<file path="src/rtl/ivi_pkg.sv">
`timescale 1ns / 1ps

package ivi_pkg;

  // Fixed field widths.
  localparam int IN_W       = 16;  // raw sensor sample
  localparam int AVG_W      = 17;  // averaged value minus bias
  localparam int VEL_W      = 32;  // integrated velocity
  localparam int BIAS_W     = 16;
  localparam int DL_W       = 16;  // lower dead-zone bound, signed
  localparam int DH_W       = 15;  // upper dead-zone bound, unsigned
  localparam int CFG_IW     = 3;
  localparam int CFG_DW     = 16;

  // Result buffer depth; it also bounds the results in flight.
  localparam int FIFO_DEPTH = 8;

  typedef enum logic [CFG_IW-1:0] {
    REG_ACCEL_BIAS_X = 3'd0,
    REG_ACCEL_BIAS_Y = 3'd1,
    REG_ACCEL_BIAS_Z = 3'd2,
    REG_GYRO_BIAS_X  = 3'd3,
    REG_GYRO_BIAS_Y  = 3'd4,
    REG_GYRO_BIAS_Z  = 3'd5,
    REG_DEAD_LOW     = 3'd6,
    REG_DEAD_HIGH    = 3'd7
  } cfg_reg_e;

  // Per-sample control shared by all averaging lanes.
  typedef struct packed {
    logic acc;   // a sample is taken this cycle
    logic last;  // it completes the averaging block
  } lane_ctl_t;

  typedef struct packed {
    logic signed [VEL_W-1:0] vel_x;
    logic signed [VEL_W-1:0] vel_y;
    logic signed [VEL_W-1:0] vel_z;
    logic signed [AVG_W-1:0] rate_x;
    logic signed [AVG_W-1:0] rate_y;
    logic signed [AVG_W-1:0] rate_z;
  } result_t;

endpackage

</file>
<file path="src/rtl/ivi_avg_lane.sv">
`timescale 1ns / 1ps

// One axis of one sensor: running sum, truncating average by reciprocal
// multiplication, bias subtraction. Three register stages after the sum.
module ivi_avg_lane #(
  parameter int AVG_COUNT = 16
) (
  input  logic                                   clk,
  input  logic                                   rst,
  input  ivi_pkg::lane_ctl_t                     ctl,
  input  logic signed [ivi_pkg::IN_W-1:0]        sample,
  input  logic signed [ivi_pkg::BIAS_W-1:0]      bias,
  output logic signed [ivi_pkg::AVG_W-1:0]       avg
);

  localparam int L       = $clog2(AVG_COUNT);
  localparam int SUM_W   = ivi_pkg::IN_W + L;
  localparam int SHIFT   = SUM_W + L;
  localparam int RECIP_W = SUM_W + 1;
  localparam int PROD_W  = SUM_W + RECIP_W;
  localparam logic [63:0] RECIP64 =
    ((64'd1 << SHIFT) + 64'(AVG_COUNT) - 64'd1) / 64'(AVG_COUNT);
  localparam logic [RECIP_W-1:0] RECIP = RECIP64[RECIP_W-1:0];

  logic signed [SUM_W-1:0]        sum;
  logic signed [SUM_W-1:0]        sum_new;
  logic        [SUM_W-1:0]        fin_mag;
  logic                           fin_neg;
  logic        [PROD_W-1:0]       prod;
  logic                           prod_neg;
  logic        [ivi_pkg::IN_W-1:0] quot;
  logic signed [ivi_pkg::AVG_W:0] quot_s;
  logic signed [ivi_pkg::AVG_W:0] diff;

  assign sum_new = sum + SUM_W'(sample);

  always_ff @(posedge clk) begin
    if (rst) begin
      sum <= '0;
    end else if (ctl.acc) begin
      sum <= ctl.last ? '0 : sum_new;
    end
  end

  // The quotient is exact for every magnitude below 2^SUM_W.
  always_ff @(posedge clk) begin
    if (ctl.acc && ctl.last) begin
      fin_neg <= sum_new[SUM_W-1];
      fin_mag <= sum_new[SUM_W-1] ? $unsigned(-sum_new) : $unsigned(sum_new);
    end
    prod     <= PROD_W'(fin_mag) * PROD_W'(RECIP);
    prod_neg <= fin_neg;
    avg      <= diff[ivi_pkg::AVG_W-1:0];
  end

  assign quot   = prod[SHIFT +: ivi_pkg::IN_W];
  assign quot_s = prod_neg ? -$signed({2'b00, quot}) : $signed({2'b00, quot});
  assign diff   = quot_s - (ivi_pkg::AVG_W + 1)'(bias);

endmodule

</file>
<file path="src/rtl/ivi_int_lane.sv">
`timescale 1ns / 1ps

// One velocity axis: dead zone, trapezoid step with saturation, and the
// still counter that clears the stored velocity.
module ivi_int_lane #(
  parameter int STILL_LIMIT = 8
) (
  input  logic                                clk,
  input  logic                                rst,
  input  logic                                commit,
  input  logic signed [ivi_pkg::AVG_W-1:0]    avg,
  input  logic signed [ivi_pkg::DL_W-1:0]     dead_low,
  input  logic        [ivi_pkg::DH_W-1:0]     dead_high,
  output logic signed [ivi_pkg::VEL_W-1:0]    vel
);

  localparam int SC_W = $clog2(STILL_LIMIT + 1);
  localparam int CW   = ivi_pkg::AVG_W + 1;
  localparam int SW   = ivi_pkg::VEL_W + 2;

  logic signed [ivi_pkg::AVG_W-1:0] acc_dz;
  logic signed [ivi_pkg::AVG_W-1:0] last_acc;
  logic signed [ivi_pkg::VEL_W-1:0] last_vel;
  logic        [SC_W-1:0]           still_cnt;
  logic        [SC_W-1:0]           cnt_inc;
  logic                             in_zone;
  logic                             still;
  logic signed [CW-1:0]             diff;
  logic signed [CW-1:0]             half;
  logic signed [SW-1:0]             vsum;

  assign in_zone = (CW'(avg) >= CW'(dead_low)) &&
                   (CW'(avg) <= $signed({3'b000, dead_high}));

  always_ff @(posedge clk) begin
    acc_dz <= in_zone ? '0 : avg;
  end

  // Halving rounds toward zero: add one to a negative difference first.
  assign diff = CW'(acc_dz) - CW'(last_acc);
  assign half = $signed(diff + {{(CW-1){1'b0}}, diff[CW-1]}) >>> 1;
  assign vsum = SW'(last_vel) + SW'(last_acc) + SW'(half);

  always_comb begin
    if (vsum[SW-1:SW-3] == 3'b000 || vsum[SW-1:SW-3] == 3'b111) begin
      vel = vsum[ivi_pkg::VEL_W-1:0];
    end else if (vsum[SW-1]) begin
      vel = {1'b1, {(ivi_pkg::VEL_W-1){1'b0}}};
    end else begin
      vel = {1'b0, {(ivi_pkg::VEL_W-1){1'b1}}};
    end
  end

  assign cnt_inc = still_cnt + SC_W'(acc_dz == '0);
  assign still   = cnt_inc >= SC_W'(STILL_LIMIT);

  always_ff @(posedge clk) begin
    if (rst) begin
      last_acc  <= '0;
      last_vel  <= '0;
      still_cnt <= '0;
    end else if (commit) begin
      last_acc  <= acc_dz;
      last_vel  <= still ? '0 : vel;
      still_cnt <= still ? '0 : cnt_inc;
    end
  end

endmodule

</file>
<file path="src/rtl/ivi_out_fifo.sv">
`timescale 1ns / 1ps

// Buffers result items, each merged from the six lane results, for the consumer.
module ivi_out_fifo (
  input  logic             clk,
  input  logic             rst,
  input  logic             push,
  input  ivi_pkg::result_t din,
  input  logic             pop,
  output logic             has_item,
  output ivi_pkg::result_t dout
);

  localparam int DEPTH = ivi_pkg::FIFO_DEPTH;
  localparam int PTR_W = $clog2(DEPTH);
  localparam int CNT_W = $clog2(DEPTH + 1);

  ivi_pkg::result_t mem [DEPTH];
  logic [PTR_W-1:0] wr_ptr;
  logic [PTR_W-1:0] rd_ptr;
  logic [CNT_W-1:0] count;

  always_ff @(posedge clk) begin
    if (push) begin
      mem[wr_ptr] <= din;
    end
  end

  always_ff @(posedge clk) begin
    if (rst) begin
      wr_ptr <= '0;
      rd_ptr <= '0;
      count  <= '0;
    end else begin
      if (push) begin
        wr_ptr <= (wr_ptr == PTR_W'(DEPTH - 1)) ? '0 : wr_ptr + 1'b1;
      end
      if (pop) begin
        rd_ptr <= (rd_ptr == PTR_W'(DEPTH - 1)) ? '0 : rd_ptr + 1'b1;
      end
      count <= count + CNT_W'(push) - CNT_W'(pop);
    end
  end

  assign has_item = (count != '0);
  assign dout     = mem[rd_ptr];

endmodule

</file>
<file path="src/rtl/imu_velocity_integrator_unit.sv">
`timescale 1ns / 1ps
// A result can be taken once the last sample of an averaging block has passed
// the registered sum, multiply, bias, dead-zone and buffer stages.
// Throughput: a sample per cycle while ready; a result per AVG_COUNT samples.
// in_ready drops only when FIFO_DEPTH results are in flight or unread.
// Reset (rst, synchronous) clears sums, counters, integrator state, the
// result buffer and all configuration registers.
module imu_velocity_integrator_unit #(
  parameter int AVG_COUNT   = 16,
  parameter int STILL_LIMIT = 8
) (
  input  logic                                  clk,
  input  logic                                  rst,
  // Sample channel.
  input  logic                                  in_valid,
  output logic                                  in_ready,
  input  logic signed [ivi_pkg::IN_W-1:0]       raw_accel_x,
  input  logic signed [ivi_pkg::IN_W-1:0]       raw_accel_y,
  input  logic signed [ivi_pkg::IN_W-1:0]       raw_accel_z,
  input  logic signed [ivi_pkg::IN_W-1:0]       raw_gyro_x,
  input  logic signed [ivi_pkg::IN_W-1:0]       raw_gyro_y,
  input  logic signed [ivi_pkg::IN_W-1:0]       raw_gyro_z,
  // Result channel.
  output logic                                  out_valid,
  input  logic                                  out_ready,
  output logic signed [ivi_pkg::VEL_W-1:0]      vel_x,
  output logic signed [ivi_pkg::VEL_W-1:0]      vel_y,
  output logic signed [ivi_pkg::VEL_W-1:0]      vel_z,
  output logic signed [ivi_pkg::AVG_W-1:0]      rate_x,
  output logic signed [ivi_pkg::AVG_W-1:0]      rate_y,
  output logic signed [ivi_pkg::AVG_W-1:0]      rate_z,
  // Configuration write port.
  input  logic                                  cfg_we,
  input  logic        [ivi_pkg::CFG_IW-1:0]     cfg_index,
  input  logic        [ivi_pkg::CFG_DW-1:0]     cfg_data
);

  localparam int SCNT_W = (AVG_COUNT > 1) ? $clog2(AVG_COUNT) : 1;
  localparam int PEND_W = $clog2(ivi_pkg::FIFO_DEPTH + 1);

  // Configuration registers.
  logic signed [ivi_pkg::BIAS_W-1:0] accel_bias [3];
  logic signed [ivi_pkg::BIAS_W-1:0] gyro_bias  [3];
  logic signed [ivi_pkg::DL_W-1:0]   dead_low;
  logic        [ivi_pkg::DH_W-1:0]   dead_high;

  always_ff @(posedge clk) begin
    if (rst) begin
      accel_bias <= '{default: '0};
      gyro_bias  <= '{default: '0};
      dead_low   <= '0;
      dead_high  <= '0;
    end else if (cfg_we) begin
      case (ivi_pkg::cfg_reg_e'(cfg_index))
        ivi_pkg::REG_ACCEL_BIAS_X: accel_bias[0] <= $signed(cfg_data);
        ivi_pkg::REG_ACCEL_BIAS_Y: accel_bias[1] <= $signed(cfg_data);
        ivi_pkg::REG_ACCEL_BIAS_Z: accel_bias[2] <= $signed(cfg_data);
        ivi_pkg::REG_GYRO_BIAS_X:  gyro_bias[0]  <= $signed(cfg_data);
        ivi_pkg::REG_GYRO_BIAS_Y:  gyro_bias[1]  <= $signed(cfg_data);
        ivi_pkg::REG_GYRO_BIAS_Z:  gyro_bias[2]  <= $signed(cfg_data);
        ivi_pkg::REG_DEAD_LOW:     dead_low      <= $signed(cfg_data);
        ivi_pkg::REG_DEAD_HIGH:    dead_high     <= cfg_data[ivi_pkg::DH_W-1:0];
        default: ;
      endcase
    end
  end

  // Sample counting. An item is accepted whenever the number of results
  // that are in the pipeline or waiting in the buffer is below its depth,
  // so the pipeline itself never has to stall.
  logic [SCNT_W-1:0] sample_count;
  logic [PEND_W-1:0] pending;
  logic              accept;
  logic              last;
  logic              out_take;
  ivi_pkg::lane_ctl_t ctl;

  assign in_ready = (pending < PEND_W'(ivi_pkg::FIFO_DEPTH));
  assign accept   = in_valid && in_ready;
  assign last     = (sample_count == SCNT_W'(AVG_COUNT - 1));
  assign out_take = out_valid && out_ready;
  assign ctl.acc  = accept;
  assign ctl.last = last;

  // Valid bits for the four stages behind the sums.
  logic v_fin, v_prod, v_avg, v_dz;

  always_ff @(posedge clk) begin
    if (rst) begin
      sample_count <= '0;
      pending      <= '0;
      v_fin        <= 1'b0;
      v_prod       <= 1'b0;
      v_avg        <= 1'b0;
      v_dz         <= 1'b0;
    end else begin
      if (accept) begin
        sample_count <= last ? '0 : sample_count + 1'b1;
      end
      pending <= pending + PEND_W'(accept && last) - PEND_W'(out_take);
      v_fin   <= accept && last;
      v_prod  <= v_fin;
      v_avg   <= v_prod;
      v_dz    <= v_avg;
    end
  end

  // Six averaging lanes, one for each sensor axis.
  logic signed [ivi_pkg::IN_W-1:0]  accel_in [3];
  logic signed [ivi_pkg::IN_W-1:0]  gyro_in  [3];
  logic signed [ivi_pkg::AVG_W-1:0] accel_avg [3];
  logic signed [ivi_pkg::AVG_W-1:0] gyro_avg  [3];
  logic signed [ivi_pkg::AVG_W-1:0] rate_d    [3];
  logic signed [ivi_pkg::VEL_W-1:0] vel       [3];

  assign accel_in[0] = raw_accel_x;
  assign accel_in[1] = raw_accel_y;
  assign accel_in[2] = raw_accel_z;
  assign gyro_in[0]  = raw_gyro_x;
  assign gyro_in[1]  = raw_gyro_y;
  assign gyro_in[2]  = raw_gyro_z;

  for (genvar i = 0; i < 3; i++) begin : g_axis
    ivi_avg_lane #(
      .AVG_COUNT(AVG_COUNT)
    ) u_accel (
      .clk    (clk),
      .rst    (rst),
      .ctl    (ctl),
      .sample (accel_in[i]),
      .bias   (accel_bias[i]),
      .avg    (accel_avg[i])
    );

    ivi_avg_lane #(
      .AVG_COUNT(AVG_COUNT)
    ) u_gyro (
      .clk    (clk),
      .rst    (rst),
      .ctl    (ctl),
      .sample (gyro_in[i]),
      .bias   (gyro_bias[i]),
      .avg    (gyro_avg[i])
    );

    // The velocity lanes take one more stage for the dead zone.
    ivi_int_lane #(
      .STILL_LIMIT(STILL_LIMIT)
    ) u_int (
      .clk       (clk),
      .rst       (rst),
      .commit    (v_dz),
      .avg       (accel_avg[i]),
      .dead_low  (dead_low),
      .dead_high (dead_high),
      .vel       (vel[i])
    );

    // Gyro averages pass through one register to line up with the velocities.
    always_ff @(posedge clk) begin
      rate_d[i] <= gyro_avg[i];
    end
  end

  // Merge stage: one result item into the output buffer.
  ivi_pkg::result_t res_in;
  ivi_pkg::result_t res_out;

  assign res_in.vel_x  = vel[0];
  assign res_in.vel_y  = vel[1];
  assign res_in.vel_z  = vel[2];
  assign res_in.rate_x = rate_d[0];
  assign res_in.rate_y = rate_d[1];
  assign res_in.rate_z = rate_d[2];

  ivi_out_fifo u_fifo (
    .clk      (clk),
    .rst      (rst),
    .push     (v_dz),
    .din      (res_in),
    .pop      (out_take),
    .has_item (out_valid),
    .dout     (res_out)
  );

  assign vel_x  = res_out.vel_x;
  assign vel_y  = res_out.vel_y;
  assign vel_z  = res_out.vel_z;
  assign rate_x = res_out.rate_x;
  assign rate_y = res_out.rate_y;
  assign rate_z = res_out.rate_z;

  // The in-flight count never passes the buffer depth.
  a_pending_bound: assert property (@(posedge clk) disable iff (rst)
    pending <= PEND_W'(ivi_pkg::FIFO_DEPTH))
    else $error("result count exceeds buffer depth");

  // A block-closing sample reaches the buffer via the v_fin, v_prod, v_avg and v_dz stages.
  a_last_to_push: assert property (@(posedge clk) disable iff (rst)
    accept && last |-> ##4 v_dz)
    else $error("averaged result lost in pipeline");

  // Anything offered or in the pipeline is counted as pending.
  a_pending_covers: assert property (@(posedge clk) disable iff (rst)
    (out_valid || v_dz) |-> pending != '0)
    else $error("result present with nothing pending");

endmodule
</file>
<file path="config.mk">
export PLATFORM = sky130hd
export DESIGN_NAME = imu_velocity_integrator_unit
export DESIGN_NICKNAME = d
export VERILOG_FILES = /design/src/rtl/ivi_pkg.sv /design/src/rtl/ivi_avg_lane.sv /design/src/rtl/ivi_int_lane.sv /design/src/rtl/ivi_out_fifo.sv /design/src/rtl/imu_velocity_integrator_unit.sv
export SDC_FILE = /design/constraint.sdc
export NUM_CORES = 2
export LEC_CHECK = 0
export BUFFER_PORTS_ARGS = -buffer_cell sky130_fd_sc_hd__buf_4
export CAP_MARGIN = 5
export CELL_PAD_IN_SITES_DETAIL_PLACEMENT = 2
export CELL_PAD_IN_SITES_GLOBAL_PLACEMENT = 2
export CORE_ASPECT_RATIO = 1.2
export CORE_MARGIN = 5
export CORE_UTILIZATION = 40
export CTS_BUF_LIST = sky130_fd_sc_hd__clkbuf_4 sky130_fd_sc_hd__clkbuf_8
export DETAILED_ROUTE_END_ITERATION = 6
export PLACE_DENSITY_LB_ADDON = 0.1
export SLEW_MARGIN = 20
export SYNTH_ARGS = -nofsm -noshare
export SYNTH_HDL_FRONTEND = slang
export SYNTH_HIERARCHICAL = 1
export SYNTH_SLANG_ARGS = --single-unit
</file>
<file path="constraint.sdc">
create_clock -name clk -period 15.77 [get_ports clk]
set_clock_uncertainty 0.05 [all_clocks]
set_input_delay 0.7885 -clock clk [delete_from_list [all_inputs] [get_ports clk]]
set_output_delay 0.7885 -clock clk [all_outputs]
set_load 0.01 [all_outputs]
</file>
# After elaboration in Yosys (flattened, before gate mapping)
# Memories as Yosys holds them, arrays and structs flattened. A register that Yosys moved wholly into a read port is not among the register bits.
# Cells that the tools add are included.
# totals
regBits	833
ram_bits	1227
inputBits	120
out_inout_bits	149
elab_cells	204
mem_count	2
# memory_table
name	depth	word_bits	rd	rd_clocked_by_memory_dff	wr	line	source
u_fifo.mem	8	147	1	1	1	ivi_out_fifo.sv:18	ivi_pkg::result_t mem [DEPTH];
rate_d	3	17	3	0	3	imu_velocity_integrator_unit.sv:113	logic signed [ivi_pkg::AVG_W-1:0] rate_d [3];
# op_classes
addsub	46
order_cmp	10
n_eq_ne	13
n_mux	37
reduce_logical	25
# ops
op	count
$mux W32	9
$add A20 B16 Y20	6
$mux W20	6
$neg A20 Y20	6
$mux W19	6
$add A33 B17 Y34	3
$mux W17	6
$neg A16 Y17	6
$sub A17 B16 Y17	6
$add A32 B17 Y33	3
$add A18 B1 Y18	3
$sub A17 B17 Y18	3
$ge A17 B16 Y1	3
$le A17 B16 Y1	3
$logic_not A17 Y1	3
$eq A3 B3 Y1 const B	9
$add A4 B1 Y4	5
$mux W4	4
$reduce_and A2 Y1	8
$ge A4 B4 Y1 const B	3
$logic_not A3 Y1	4
$mux W3	4
$sub A4 B1 Y4	2
$add A3 B1 Y3 const B	2
9 further kinds	18

# Logic depth before layout (Yosys ltp)
# depth
depth_word	7
mapped_depth	31
ltp_nobuf	27

# By module
# The synthesis kept the hierarchy.
# modules_own_cells
module	n_inst	cells_per_inst	area_per_inst_um2	seq_area_each_um2
ivi_out_fifo	1	1770	45294.7	35574.1
ivi_avg_lane (g_axis[0].u_accel ...)	5	439	4185.3	1591.5
ivi_int_lane (g_axis[0].u_int)	1	868	7369.6	1401.3
ivi_int_lane (g_axis[2].u_int)	1	854	7214.4	1401.3
ivi_int_lane (g_axis[1].u_int)	1	847	7075.5	1401.3
imu_velocity_integrator_unit	1	693	6222.2	3803.6
ivi_avg_lane (g_axis[1].u_accel)	1	472	4315.4	1591.5

# Worst setup path after synthesis
# OpenSTA, ideal clock, no wires.
# synth_path
path_type	register to register
from	reg v_dz
to	mem u_fifo/mem[0][0] (netlist bit), enable pin
setup_time_ns	0.834
arrival_ns	10.639
required_ns	14.886
slack_ns	4.247
stages_incl_launch_ff	3
path_buffers	0
synth_period_minus_slack_ns	11.523
cell_sequence	dfxtp_1 -> nand2b_1 -> nor3_1
# synth_between
elab_chain_len	2
# synth_lines
element	line	source
start, declared	imu_velocity_integrator_unit.sv:86	logic v_fin, v_prod, v_avg, v_dz;
start signal, assigned	imu_velocity_integrator_unit.sv:104	v_dz <= v_avg;
$mux W1	ivi_out_fifo.sv:24	if (push) begin
$mux W1 (implied by the code)	ivi_out_fifo.sv:25	mem[wr_ptr] <= din;
end, declared	ivi_out_fifo.sv:18	
# Every way passes these cells.

==> flow_summary.yaml <==
sta:
  layout_min_cycle_time_ps: 8740
  finalSetupViolCount: 0
  rsz0062_at_grt: "false"
  hold_viol: 0
  timing.setup.tns_ps: 0
  slew_headroom_pct: 23.0
  worst_pin_slew_ps: 1160
  min_period_over_period_pct: 55.4
  fmax_mhz: 114
  drv_slew: 0
cells_and_area:
  fin_nets: 8811
  mostFrequentLayoutCell: "edfxtp_1"
  fin_util_pct: 45.4
  fill_cells: 24200
  mostFrequentLayoutCells: "1,278 x edfxtp_1, 733 x dfxtp_1, 634 x nand2_1"
  area_delta_synth_final_pct: 12.9
  drive_above_1_share_pct: 17.3
  instances_no_fill: 11600
route:
  drt-total-wl_um: 292000
  post_drt_via_cell_ratio: 5.51
  first_pass_iters: 7
  wl_per_cell_um: 25.1
  drtIter0Drc: 3260
  drc_errors: 0
  num_vias: 64100
  ant_nets: 0
power_and_ir_drop:
  sw_frac_of_total_pct: 29.9
  power_frac_clock_pct: 36.2
  comb_power_share_pct: 21.5
  seqPwrFrac_pct: 42.3
  leakage_nw: 39.9
  power_report.internal_total_mw: 10.1
  powerDensity_nw_per_um2: 130
  ir_worst_vdd_mv: 0.111
  switching_power_mw: 4.31
setup_path:
  cp.arrival_ps: 9210
  worstPathRequired_ps: 16240
  worstPathMaxFanout: 33
  startpoint: "g_axis[2].u_int/last_acc[4]"
  r2r-start: "g_axis[2].u_int/last_acc[4]"
  crit_type: "flip-flop to flip-flop"
  r2r_cells: 27
  end_kind: "flip-flop"
  start_kind: "flip-flop"
synth:
  seq_area_frac_synth_pct: 54.0
  synth_edf_count: 1278
  yosys_warnings: 6
  synthFlopType: "edfxtp_1"
  synthArstFlopShare_pct: 0
  synthesis.nets: 8417
  synth-seq-cells: 2015
  synth_cells: 7699
  netlist-cell-type-count: 127
  synth.avg_cell_area_um2: 12.8
  synth_area_um2: 98400
clock_tree:
  worstSkewPairLatency_ps: 990
  path_clk_slew_ps: 60
  htreeDepth: 5
  cts.sinks: 2015
  clock_path_buffers: 4
  cts-root-buf: "clkbuf_8"
  cts_tree: "done"
  numCtsBuffers: 354
floorplan:
  num_io_pins: 269
  start_util_pct: 40.2
  die_h_um: 553
  fp.coreArea_um2: 245000
  die_area_um2: 256000
  rows: 199
  fp.dieW_um: 463
global_route:
  grt_start_max_net_pins: 165
  grt.overflow.total: 0
  grt_pass1_vias: 72300
  antenna_found_initial: 19
  grt_pass1_wl_um: 450000
  track_usage_pct: 22.5
worst_hold_path:
  hold_path_class: "input pin to flip-flop"
  min_path_cells: 3
  holdCritStartpoint: "cfg_data[5]"
job:
  drv_cap: 0
place:
  dp_hpwl_um: 202000
  dpl.cell_count: 10900
  portBuffers: 268
  finalWeightedCongestion: 0.814
outcome:
  status: "complete, no violations"
==> cell families after synthesis <==
kind of cell,count (synthesis),synth area share [%]
AO/OA/AOI/OAI,1595,11.3
XOR/XNOR,517,4.65
adder cells (fa/ha/maj),598,8.49
multiplexers,505,9.56
flip-flops,2015,54.0
AND/OR/NAND/NOR,1722,8.56
buffers and inverters,747,3.44
==> Yosys cell counts (all sizes together) (44+ instances only) <==
cell type  instances  area [µm²]
a21o             151        1140
nor3              92         508
dfxtp            737       14800
xor2             176        1590
ha               482        6030
o21bai            49         368
a22oi             69         518
nand2b            80         500
mux2             148        1670
o21a              47         362
a211oi            44         400
nand2            635        2380
mux4             294        7110
o31ai             50         385
buf              161        1180
nor2             424        1610
a21oi            461        2340
nand4             58         369
edfxtp          1278       38400
a31oi             44         303
nor2b             71         444
xnor2            341        2990
nand3             89         475
fa               116        2320
mux2i             63         631
clkbuf           136         514
o21ai            311        1620
inv              449        1690
o211ai            89         842
and2              58         363
==> worst paths after layout <==
kind	end	slack (ps)
hold / removal	gyro_bias[21]	130
setup reg to reg	u_fifo/mem[0][81]	7030
setup / recovery	u_fifo/mem[0][81]	7030
hold reg to reg	rate_d[0][35]	270
==> state kept, by name, indices dropped and copies added, names as in the netlist, 48 cells and up, named ones only <==
| register | count |
|---|---|
| g_axis.u_gyro/avg | 51 |
| g_axis.u_int/acc_dz | 51 |
| g_axis.u_gyro/sum | 60 |
| rate_d | 51 |
| g_axis.u_gyro/fin_mag | 48 |
| u_fifo/mem | 1176 |
| gyro_bias | 48 |
| g_axis.u_accel/avg | 51 |
| g_axis.u_accel/prod | 48 |
| g_axis.u_accel/fin_mag | 48 |
| g_axis.u_int/last_vel | 96 |
| accel_bias | 48 |
| g_axis.u_int/last_acc | 51 |
| g_axis.u_gyro/prod | 48 |
| g_axis.u_accel/sum | 60 |
==> cell type report <==
| class | count | area [µm²] | area share [%] |
|---|---|---|---|
| multi-input cells | 4937 | 42000 | 37.8 |
| repair buffers | 335 | 2610 | 2.35 |
| inverters | 450 | 1690 | 1.52 |
| clock inverters | 136 | 1160 | 1.04 |
| clock buffers | 521 | 6500 | 5.85 |
| well taps | 3216 | 4020 | 3.62 |
| flip-flops and latches | 2015 | 53100 | 47.8 |
| diodes | 15 | 37.5 | 0.0338 |
==> routing by layer <==
| metal | vias up | track usage [%] | routed length, µm |
|---|---|---|---|
| li1 | 29500 | - | - |
| met1 | 33100 | 28.0 | 125000 |
| met2 | 1049 | 41.2 | 152000 |
| met3 | 384 | 3.15 | 9770 |
| met4 | 6 | 5.23 | 5600 |
| met5 | - | 0 | 46 |
==> critical path, stage by stage (launching register included) <==
cell,delay (ps)
dfxtp_1,380
inv_1,70
ha_1,350
and2_1,190
a221oi_2,330
a21oi_1,160
nor3_2,440
a221oi_1,150
buf_4,180
nor2_1,170
ha_1,240
nand2_1,70
nor4b_1,640
and2_1,250
nand3_1,170
o31ai_1,370
a221oi_2,130
xnor2_1,210
fa_1,440
ha_1,400
nand2_1,140
nor3_2,60
a221o_1,330
a211oi_2,410
o311ai_4,210
o211ai_4,370
a21o_2,700
o21ai_0,630
==> power groups by stage <==
stage	clock network [mW]	logic, mW	registers [mW]
after CTS	5.42	3.16	6.09
after global placement	0	2.99	6.20
after floorplan	0	2.18	6.12
after global routing	5.67	3.41	6.10
after detailed placement	0	3.14	6.21
final	5.22	3.10	6.09
==> stage by stage <==
| step | worst slack [ps] | instance area [µm²] | power, mW | hold WS, ps |
|---|---|---|---|---|
| final | 7030 | 111000 | 14.4 | 134 |
| after CTS | 6530 | 111000 | 14.7 | 3.67 |
| after global routing | 6480 | 111000 | 15.2 | 66.2 |
| after detailed placement | 6690 | 103000 | 9.35 | 264 |
| after floorplan | 4250 | 98400 | 8.31 | 260 |
| after global placement | 7350 | 103000 | 9.19 | 260 |
==> repair_timing <==
item / CTS / global route
hold endpoints to repair: 8 / 0
gates resized for setup: 0 / 0
setup buffers: 0 / 0
hold buffers: 4 / 0
endpoints found under the setup margin: 0 / 0
(Power assumes the default switching activity.)
